<file path="src/design/gld_pkg.sv">
// gif lzw decoder package: constants, status and operation codes, command and status structs
// no dependencies
`default_nettype none
package gld_pkg;
  localparam int MAX_CODE_BITS = 12;
  localparam int TABLE_ENTRIES = 4096;
  localparam int STACK_DEPTH = 4096;
  localparam int RESERVOIR_BYTES = 4;
  localparam int RES_BITS = RESERVOIR_BYTES * 8;
  localparam int TAW = $clog2(TABLE_ENTRIES);
  localparam int SAW = $clog2(STACK_DEPTH);
  localparam int HW = $clog2(RES_BITS + 1);

  localparam logic [1:0] OP_START = 2'd0;
  localparam logic [1:0] OP_FEED = 2'd1;
  localparam logic [1:0] OP_PULL = 2'd2;

  localparam logic [2:0] ST_OK = 3'd0;
  localparam logic [2:0] ST_NEED = 3'd1;
  localparam logic [2:0] ST_FULL = 3'd2;
  localparam logic [2:0] ST_END = 3'd3;
  localparam logic [2:0] ST_TRUNC = 3'd4;
  localparam logic [2:0] ST_CORRUPT = 3'd5;

  typedef struct packed {
    logic       start;     // restart image
    logic       feed;      // take data byte
    logic       extract;   // take one code from reservoir
    logic       begin_walk;// start walk; kwk case pushes first char
    logic       walk_step; // push suffix, follow prefix
    logic       finish;    // push root, update table
    logic       pop;       // pop one stack entry
    logic       halt;
    logic [2:0] halt_code;
    logic       first;     // accept code as first of run
  } cmd_t;

  typedef struct packed {
    logic       halted;
    logic [2:0] halt_status;
    logic       data_ended;
    logic       stack_empty;
    logic       have_bits;
    logic       is_clear;
    logic       is_end;
    logic       awaiting_first;
    logic       first_bad;     // first code above end code
    logic       code_bad;      // code above next free
    logic       kwk;           // code equals next free
    logic       walk_done;     // walk below clear
    logic       walk_bad;      // invalid chain node
    logic       stack_full;
    logic       sub_zero;      // at length byte
    logic       res_full;
  } stat_t;
endpackage
`default_nettype wire

</file>
<file path="src/design/gld_ctrl.sv">
// gif lzw decoder controller: sequences feeds, code extraction, walks and pops
// depends on gld_pkg
`default_nettype none
module gld_ctrl (
  input  wire logic           clk,
  input  wire logic           rst,
  input  wire logic           in_valid,
  output logic                in_ready,
  input  wire logic [1:0]     operation,
  output logic                out_valid,
  input  wire logic           out_ready,
  output logic [7:0]          pixel_index,
  output logic [2:0]          status,
  input  wire gld_pkg::stat_t stat,
  input  wire logic [7:0]     pixel,
  output gld_pkg::cmd_t       cmd
);
  localparam logic [3:0] S_IDLE = 4'd0;
  localparam logic [3:0] S_EXTRACT = 4'd1;
  localparam logic [3:0] S_CHECK = 4'd2;
  localparam logic [3:0] S_WALK = 4'd3;
  localparam logic [3:0] S_WAIT = 4'd4;
  localparam logic [3:0] S_FIRST = 4'd5;
  localparam logic [3:0] S_POP = 4'd6;
  localparam logic [3:0] S_POPRD = 4'd7;
  localparam logic [3:0] S_START = 4'd8;

  logic [3:0] state, state_next;
  logic       res_load, res_pix;
  logic [2:0] res_st;

  assign in_ready = (state == S_IDLE) && !out_valid;

  always_comb begin
    cmd = '0;
    state_next = state;
    res_load = 1'b0;
    res_pix = 1'b0;
    res_st = gld_pkg::ST_OK;
    case (state)
      S_IDLE: begin
        if (in_valid && in_ready) begin
          case (operation)
            gld_pkg::OP_START: begin
              cmd.start = 1'b1;
              state_next = S_START; // halt flag is registered, read in S_START
            end
            gld_pkg::OP_FEED: begin
              res_load = 1'b1;
              if (stat.halted) res_st = stat.halt_status;
              else if (!stat.data_ended) begin
                if (!stat.sub_zero && stat.res_full) res_st = gld_pkg::ST_FULL;
                else cmd.feed = 1'b1;
              end
            end
            gld_pkg::OP_PULL: begin
              if (stat.halted) begin
                res_load = 1'b1;
                res_st = stat.halt_status;
              end else if (!stat.stack_empty) state_next = S_POP;
              else state_next = S_EXTRACT;
            end
            default: res_load = 1'b1;
          endcase
        end
      end
      S_START: begin
        res_load = 1'b1;
        if (stat.halted) res_st = stat.halt_status;
        state_next = S_IDLE;
      end
      S_EXTRACT: begin
        if (!stat.have_bits) begin
          res_load = 1'b1;
          state_next = S_IDLE;
          if (stat.data_ended) begin
            cmd.halt = 1'b1;
            cmd.halt_code = gld_pkg::ST_TRUNC;
            res_st = gld_pkg::ST_TRUNC;
          end else res_st = gld_pkg::ST_NEED;
        end else begin
          cmd.extract = 1'b1;
          if (stat.is_clear) state_next = S_EXTRACT;
          else if (stat.is_end) begin
            cmd.halt = 1'b1;
            cmd.halt_code = gld_pkg::ST_END;
            res_load = 1'b1;
            res_st = gld_pkg::ST_END;
            state_next = S_IDLE;
          end else if (stat.awaiting_first) begin
            if (stat.first_bad) begin
              cmd.halt = 1'b1;
              cmd.halt_code = gld_pkg::ST_CORRUPT;
              res_load = 1'b1;
              res_st = gld_pkg::ST_CORRUPT;
              state_next = S_IDLE;
            end else state_next = S_FIRST;
          end else state_next = S_CHECK;
        end
      end
      S_CHECK: begin
        if (stat.code_bad || (stat.kwk && stat.stack_full)) begin
          cmd.halt = 1'b1;
          cmd.halt_code = gld_pkg::ST_CORRUPT;
          res_load = 1'b1;
          res_st = gld_pkg::ST_CORRUPT;
          state_next = S_IDLE;
        end else begin
          cmd.begin_walk = 1'b1;
          state_next = S_WAIT;
        end
      end
      S_WAIT: state_next = S_WALK; // table read latency
      S_WALK: begin
        if (stat.walk_done) begin
          if (stat.stack_full) begin
            cmd.halt = 1'b1;
            cmd.halt_code = gld_pkg::ST_CORRUPT;
            res_load = 1'b1;
            res_st = gld_pkg::ST_CORRUPT;
            state_next = S_IDLE;
          end else begin
            cmd.finish = 1'b1;
            state_next = S_POPRD;
          end
        end else if (stat.walk_bad || stat.stack_full) begin
          cmd.halt = 1'b1;
          cmd.halt_code = gld_pkg::ST_CORRUPT;
          res_load = 1'b1;
          res_st = gld_pkg::ST_CORRUPT;
          state_next = S_IDLE;
        end else begin
          cmd.walk_step = 1'b1;
          state_next = S_WAIT;
        end
      end
      S_FIRST: begin
        // first code of a run goes straight out
        cmd.first = 1'b1;
        res_load = 1'b1;
        res_pix = 1'b1;
        state_next = S_IDLE;
      end
      // root was just pushed, wait for the stack read of the new top
      S_POPRD: state_next = S_POP;
      S_POP: begin
        cmd.pop = 1'b1;
        res_load = 1'b1;
        res_pix = 1'b1;
        state_next = S_IDLE;
      end
      default: state_next = S_IDLE;
    endcase
  end

  always_ff @(posedge clk) begin
    if (rst) begin
      state <= S_IDLE;
      out_valid <= 1'b0;
    end else begin
      state <= state_next;
      if (res_load) out_valid <= 1'b1;
      else if (out_ready) out_valid <= 1'b0;
    end
  end

  always_ff @(posedge clk) begin
    if (res_load) begin
      status <= res_st;
      pixel_index <= res_pix ? pixel : 8'd0;
    end
  end
endmodule
`default_nettype wire

</file>
<file path="config.mk">
export PLATFORM = sky130hd
export DESIGN_NAME = gld_ctrl
export DESIGN_NICKNAME = d
export VERILOG_FILES = /design/src/design/gld_pkg.sv /design/src/design/gld_ctrl.sv
export SDC_FILE = /design/constraint.sdc
export NUM_CORES = 1
export LEC_CHECK = 0
export BUFFER_PORTS_ARGS = -buffer_cell sky130_fd_sc_hd__buf_4
export CORE_MARGIN = 2
export CORE_UTILIZATION = 41
export DETAILED_ROUTE_END_ITERATION = 7
export PLACE_DENSITY = 0.72
export SYNTH_ARGS = -nofsm -noshare
export SYNTH_HDL_FRONTEND = slang
export SYNTH_SLANG_ARGS = --single-unit
</file>
<file path="constraint.sdc">
create_clock -name clk -period 1.7 [get_ports clk]
set_input_delay 0.085 -clock clk [delete_from_list [all_inputs] [get_ports clk]]
set_output_delay 0.085 -clock clk [all_outputs]
set_load 0.01 [all_outputs]
</file>
==> reports/metrics.csv, run 1 <==
metric,value,unit
clk sinks,16,
sequential area share after synthesis,0.3687,
Max Slew Vio Count,0,
layout cells sized above 1,0.5026,
TritonRoute pass-1 iters,4,
area occupied by multi-input gates,685.7,um^2
vias in the first global route,1139,
num ports,57,
Syn Nets,150,
total die area,0.003290,mm^2
Sequential cell area,436.7,um^2
Area contributors post-synth,"edfxtp_1 28%, dfxtp_1 8.6%, and2_1 5.4%, nor4b_4 4.1%, ha_1 3.2%",
Post-Syn Area,0.001167,mm^2
post-synthesis compound-gate area fraction,0.1886,
Worst-path clk slew,0.09,ns
Antenna diodes,0,
Synth top area share,0.2830,
worst-path cell chain,"buf_6, buf_4, nor4b_1, nor3_1, nand2_1, buf_4",
Critical Path AT,1.67,ns
PwrDens,509.2,mW/mm^2
DRC violations left,0,
vias per cell,5.366,
initial DRC count,26,
die width,57.36,um
fillers,227,
total of max-cap violations,0,
Yosys top cell by area,edfxtp_1,
mux cell area share after synthesis,0,
number of synthesized register bits,16,
clock buffer depth,2,
Detail Route Antenna Nets,0,
unrepaired setup endpoints after global routing,true,
Worst setup SP type,register,
WP buf/inv,3,
"count leader, synth",edfxtp_1,
setup ws final,0.02110,ns
status,finished clean,
Fin Clk Skew,0.002936,ns
grt total ovfl,0,
critical path class,register to register,
Hold Path Class,input pin to register,
antenna violations before repair,0,
Worst Tran Pin Value,0.4335,ns
Tmin final,1.679,ns
P_leak,0.8545,nW
final net count,229,
CP max FO,11,
Synth-to-Final Area Change,54.66,%
critical path's slowest cell,dfxtp_4,
HPWL after DPL,2505,um
Synth Flop Type,edfxtp_1,
Post-Synth Adder-Cell Area,0.03215,
Setup crit end kind,register,
via count,1202,
post-synthesis async set-or-reset flop share,0,
worst vdd ir,0.6430,mV
cts bufs inserted,3,
dpl ws,-0.05982,ns
commonest cells in the netlist,"11 x edfxtp_1, 10 x and2_1, 8 x nor2_1",
largest family of logic cells by synthesized area,simple AND/OR/NAND/NOR gates,
final wirelength,3108,um
WP data required,1.69,ns
Die Y,57.36,um
Max Freq,0.5956,GHz
clock root cell,clkbuf_4,
worst skew pair latency,0.28,ns
Synth warnings,0,
post-synth cell types,42,
Min Hold Slack,0.07453,ns
max incr delay on CP,0.38,ns
slew margin rel.,0.7069,
Final Wtd Congestion,0.7965,
"EDFF count, synth",11,
largest net degree at the start of global routing,12,
final-report setup violation count,0,
final worst path period share,0.9876,
drt wl/cell,13.88,um
# rows,19,
"Top cell by count, worst path",buf_4,
core area,0.002734,mm^2
Initial Util,0.4270,
H-tree Lvls,1,
Synth Area in XOR/XNOR,0.007503,
final hold vios,0,
CTS tree,yes,
first-pass GRT wire length,5002,um
syn avg cell area,10.15,um^2
cell family contributing the most delay on the critical path,simple AND/OR/NAND/NOR gates,
Tot GR Track Use,0.1899,
Synth Instances,115,
Synth Area in Simple Gates,0.3505,
Port Buffers,56,
==> metrics by stage <==
stage | utilization | cell area, um^2 | total power (W) | std cells | setup TNS, ns
after floorplan | - | 1167 | 0.0005678 | 115 | 0
after global placement | 0.6192 | 1693 | 0.0007134 | 213 | 0
after detailed placement | 0.6192 | 1693 | 0.0007204 | 213 | -0.6558
after CTS | 0.6449 | 1763 | 0.0009151 | 221 | 0
after global routing | 0.6604 | 1805 | 0.0009621 | 224 | -0.2313
final | 0.6604 | 1805 | 0.0009194 | 224 | 0
==> power breakdown <==
group	total, W	internal, W	switching, W
logic	0.000261	0.000147	0.000114
clock network	0.000202	0.0000851	0.000116
registers	0.000457	0.000445	0.0000115
==> routing by layer <==
metal / vias to the layer above / GRT usage / part of all wire / routed length, um
met5: - / 0 / 0 / 0
met4: 0 / 0.009967 / 0 / 0
met3: 0 / 0.04082 / 0.077 / 239
met2: 54 / 0.3344 / 0.50 / 1542
met1: 553 / 0.2507 / 0.43 / 1325
li1: 595 / - / - / -
==> cells in the final DEF, fill, tap and decap left out, types with 5 or more instances in the layout <==
| cell | Yosys | routed |
|---|---|---|
| buf_4 | 1 | 73 |
| edfxtp_1 | 11 | 11 |
| and2_1 | 10 | 10 |
| nor2_1 | 8 | 8 |
| nand2_1 | 6 | 6 |
| nand2b_1 | 5 | 5 |
| a31oi_1 | 5 | 5 |
==> worst register-to-register path: stages, from the launching register on <==
cell and delay, ns:
dfxtp_4 0.38, buf_6 0.12, buf_4 0.11, nor4b_1 0.37
nor3_1 0.12, nand2_1 0.09, buf_4 0.19
==> cells by family (layout without fill, tap and decap cells) <==
logic type / Yosys count / count (layout)
AOI/OAI and AO/OA: 28 / 28
xor gates and xnor gates: 1 / 1
adders and majority gates: 3 / 3
buffers and inverters: 8 / 86
DFF: 16 / 16
and+or+nand+nor: 59 / 59
==> sequential cells by signal, indices dropped and copies added, names as in the netlist <==
name and cells:
pixel_index 8, state 4, status 3, out_valid 1
==> final timing paths <==
path,from,endpoint,slack [ns],cells after the start
max,state[3],pixel_index[6],0.02,6
min,stat[16],status[2],0.07,2
max reg2reg,state[3],pixel_index[6],0.02,6
min reg2reg,out_valid,out_valid,0.69,3
==> area by class of cell <==
class	count	area share
Multi-Input combinational cell	91	0.3798
Timing Repair Buffer	78	0.3340
Sequential cell	16	0.2419
Tap cell	31	0.02148
Clock buffer	3	0.01247
Inverter	4	0.008316
Clock inverter	1	0.002079
==> repair_timing <==
action                                  in CTS  in global routing
pin swaps                                    0                  4
endpoints found under the setup margin       4                 17
gates resized for setup                      5                  5
cloned                                       0                  0
endpoints found under the hold margin        1                  0
hold buffers                                 1                  0
setup buffers                                3                  3
(Power assumes the default switching activity.)
==> run 2: changes to the inputs <==
--- a/config.mk
+++ b/config.mk
@@ -6,6 +6,7 @@
 export NUM_CORES = 1
 export LEC_CHECK = 0
 export BUFFER_PORTS_ARGS = -buffer_cell sky130_fd_sc_hd__buf_4
+export CORE_ASPECT_RATIO = 0.8
 export CORE_MARGIN = 2
 export CORE_UTILIZATION = 41
 export DETAILED_ROUTE_END_ITERATION = 7
==> run 2 against run 1 <==
Sequential power about the same; sequential share of layout area down 0.22 points; first-iteration DRC count up 130%; routed wire length up 3.8%; final cell count up 2.7%; core utilization up 0.94 points; count of clock-buffer cells in the layout up 1; cell area up 1.8%; hold slack worse by 0.015 ns; combinational power down 2%; critical path type is now register to output port.
==> reports/metrics.csv, run 2 (synthesis gave the netlist of run 1 again) <==
metric,value,unit,change
status,finished clean,,unchanged
Final Cell Area,0.001838,mm^2,was 0.001805 mm^2
layout cells sized above 1,0.5260,,was 0.5026
drt wl/cell,14.03,um,was 13.88 um
slew margin rel.,0.7547,,was 0.7069
TritonRoute pass-1 iters,4,,unchanged
worst vdd ir,0.2811,mV,was 0.6430 mV
largest net degree at the start of global routing,12,,unchanged
final net count,228,,was 229
initial DRC count,60,,was 26
Setup crit end kind,output port,,was register
CP max FO,4,,was 11
final worst path period share,0.9775,,was 0.9876
r2r endpoint,status[1],,was pixel_index[6]
P_leak,0.8693,nW,was 0.8545 nW
PwrDens,528.3,mW/mm^2,was 509.2 mW/mm^2
Detail Route Antenna Nets,0,,unchanged
CP endpoint,cmd[7],,was pixel_index[6]
die width,63.66,um,was 57.36 um
via count,1185,,was 1202
hold path start,pixel[3],,was stat[16]
worst skew pair latency,0.29,ns,was 0.28 ns
Largest register FFs,8,,unchanged
vias in the first global route,1135,,was 1139
critical path class,register to output port,,was register to register
Port Buffers,56,,unchanged
"reg-to-reg slack, setup",0.11,ns,was 0.02 ns
Initial Util,0.4254,,was 0.4270
Worst setup SP type,register,,unchanged
Max Slew Vio Count,0,,unchanged
# rows,17,,was 19
R2R cell count,4,,was 6
clock root cell,clkbuf_4,,unchanged
Synth-to-Final Area Change,57.45,%,was 54.66%
final-report setup violation count,0,,unchanged
grt total ovfl,0,,unchanged
final hold vios,0,,unchanged
total die area,0.003293,mm^2,was 0.003290 mm^2
clk sinks,16,,unchanged
core area,0.002744,mm^2,was 0.002734 mm^2
final wirelength,3227,um,was 3108 um
unrepaired setup endpoints after global routing,true,,unchanged
Max Freq,0.6017,GHz,was 0.5956 GHz
Min Hold Slack,0.05974,ns,was 0.07453 ns
clock buffer depth,2,,unchanged
HPWL after DPL,2483,um,was 2505 um
total of max-cap violations,0,,unchanged
CTS tree,yes,,unchanged
Worst-path clk slew,0.10,ns,was 0.09 ns
most frequent cells in the layout,"74 x buf_4, 11 x edfxtp_1, 10 x and2_1",,"was 73 x buf_4, 11 x edfxtp_1, 10 x and2_1"
antenna violations before repair,0,,unchanged
Critical Path AT,1.58,ns,was 1.67 ns
cts bufs inserted,3,,unchanged
Worst Setup SP,state[3],,unchanged
first-pass GRT wire length,4940,um,was 5002 um
Biggest register,pixel_index,,unchanged
Worst Tran Pin Value,0.3670,ns,was 0.4335 ns
WP data required,1.62,ns,was 1.69 ns
Final Wtd Congestion,0.8499,,was 0.7965
H-tree Lvls,1,,unchanged
Fin Clk Skew,0.009942,ns,was 0.002936 ns
fillers,221,,was 227
Tmin final,1.662,ns,was 1.679 ns
vias per cell,5.152,,was 5.366
Antenna diodes,0,,unchanged
"most common cell after layout, fill and taps aside",buf_4,,unchanged
Tot GR Track Use,0.1963,,was 0.1899
reg2reg start,state[1],,was state[3]
num ports,57,,unchanged
Die Y,51.73,um,was 57.36 um
DRC violations left,0,,unchanged
top flop regs,"pixel_index: 8 flops, state: 4 flops, status: 3 flops",,unchanged
Area after DPL,0.001702,mm^2,was 0.001693 mm^2
Hold Path Class,input pin to register,,unchanged
run 2: area by class of cell:
type	instances	area (um^2)	share of cell area
tap	38	47.55	0.02587
clock buffer	4	36.28	0.01974
multi-input combinational	91	710.7	0.3867
sequential	16	440.4	0.2396
inverter	4	15.01	0.008169
timing repair buffer	77	588.1	0.3199
run 2: power by group:
part	internal, W	switching (W)	leakage [nW]
clock network	0.000130	0.000127	0.0210
registers	0.000444	0.0000146	0.150
logic	0.000144	0.000111	0.699
total	0.000719	0.000252	0.869
run 2: metrics by stage:
step                       power, W    util  std cells  setup TNS (ns)  setup slack, ns
final                     0.0009710  0.6699        230               0          0.03818
after global routing       0.001017  0.6699        230        -0.07324         -0.05844
after CTS                 0.0009642  0.6503        228               0          0.01235
after detailed placement  0.0007110  0.6202        220         -0.8988         -0.08198
after global placement    0.0007065  0.6202        220               0          0.01172
after floorplan           0.0005678       -        115               0          0.03167
run 2: worst min path at each step:
stage | slack, ns | endpoint | cells after the start
after floorplan | 0.15 | out_valid | 1
after global placement | 0.26 | out_valid | 2
after detailed placement | 0.25 | out_valid | 2
after CTS | 0.06 | status[0] | 2
after global routing | 0.05 | pixel_index[3] | 2
final | 0.06 | pixel_index[3] | 2
run 2: repair_timing:
action | 4_1_cts | 5_1_grt
buffers inserted | 3 | 2
hold buffers | 1 | 0
pin swaps | 1 | 2
setup endpoints to repair | 5 | 18
endpoints found under the hold margin | 1 | 0
gates resized for setup | 6 | 9
run 2: worst max-delay path, stage by stage (launching register included):
cell     delay, ns
dfxtp_4       0.36
buf_6         0.12
and2b_2       0.21
nor4b_4       0.25
nor3b_2       0.21
buf_4         0.14
run 2: per-layer routing:
layer	global-route usage	vias to the layer above	share of wire
met4	0.06522	0	0.0096
met2	0.3123	48	0.46
met5	0	-	0
li1	-	587	-
met3	0.04762	4	0.062
met1	0.2639	546	0.47
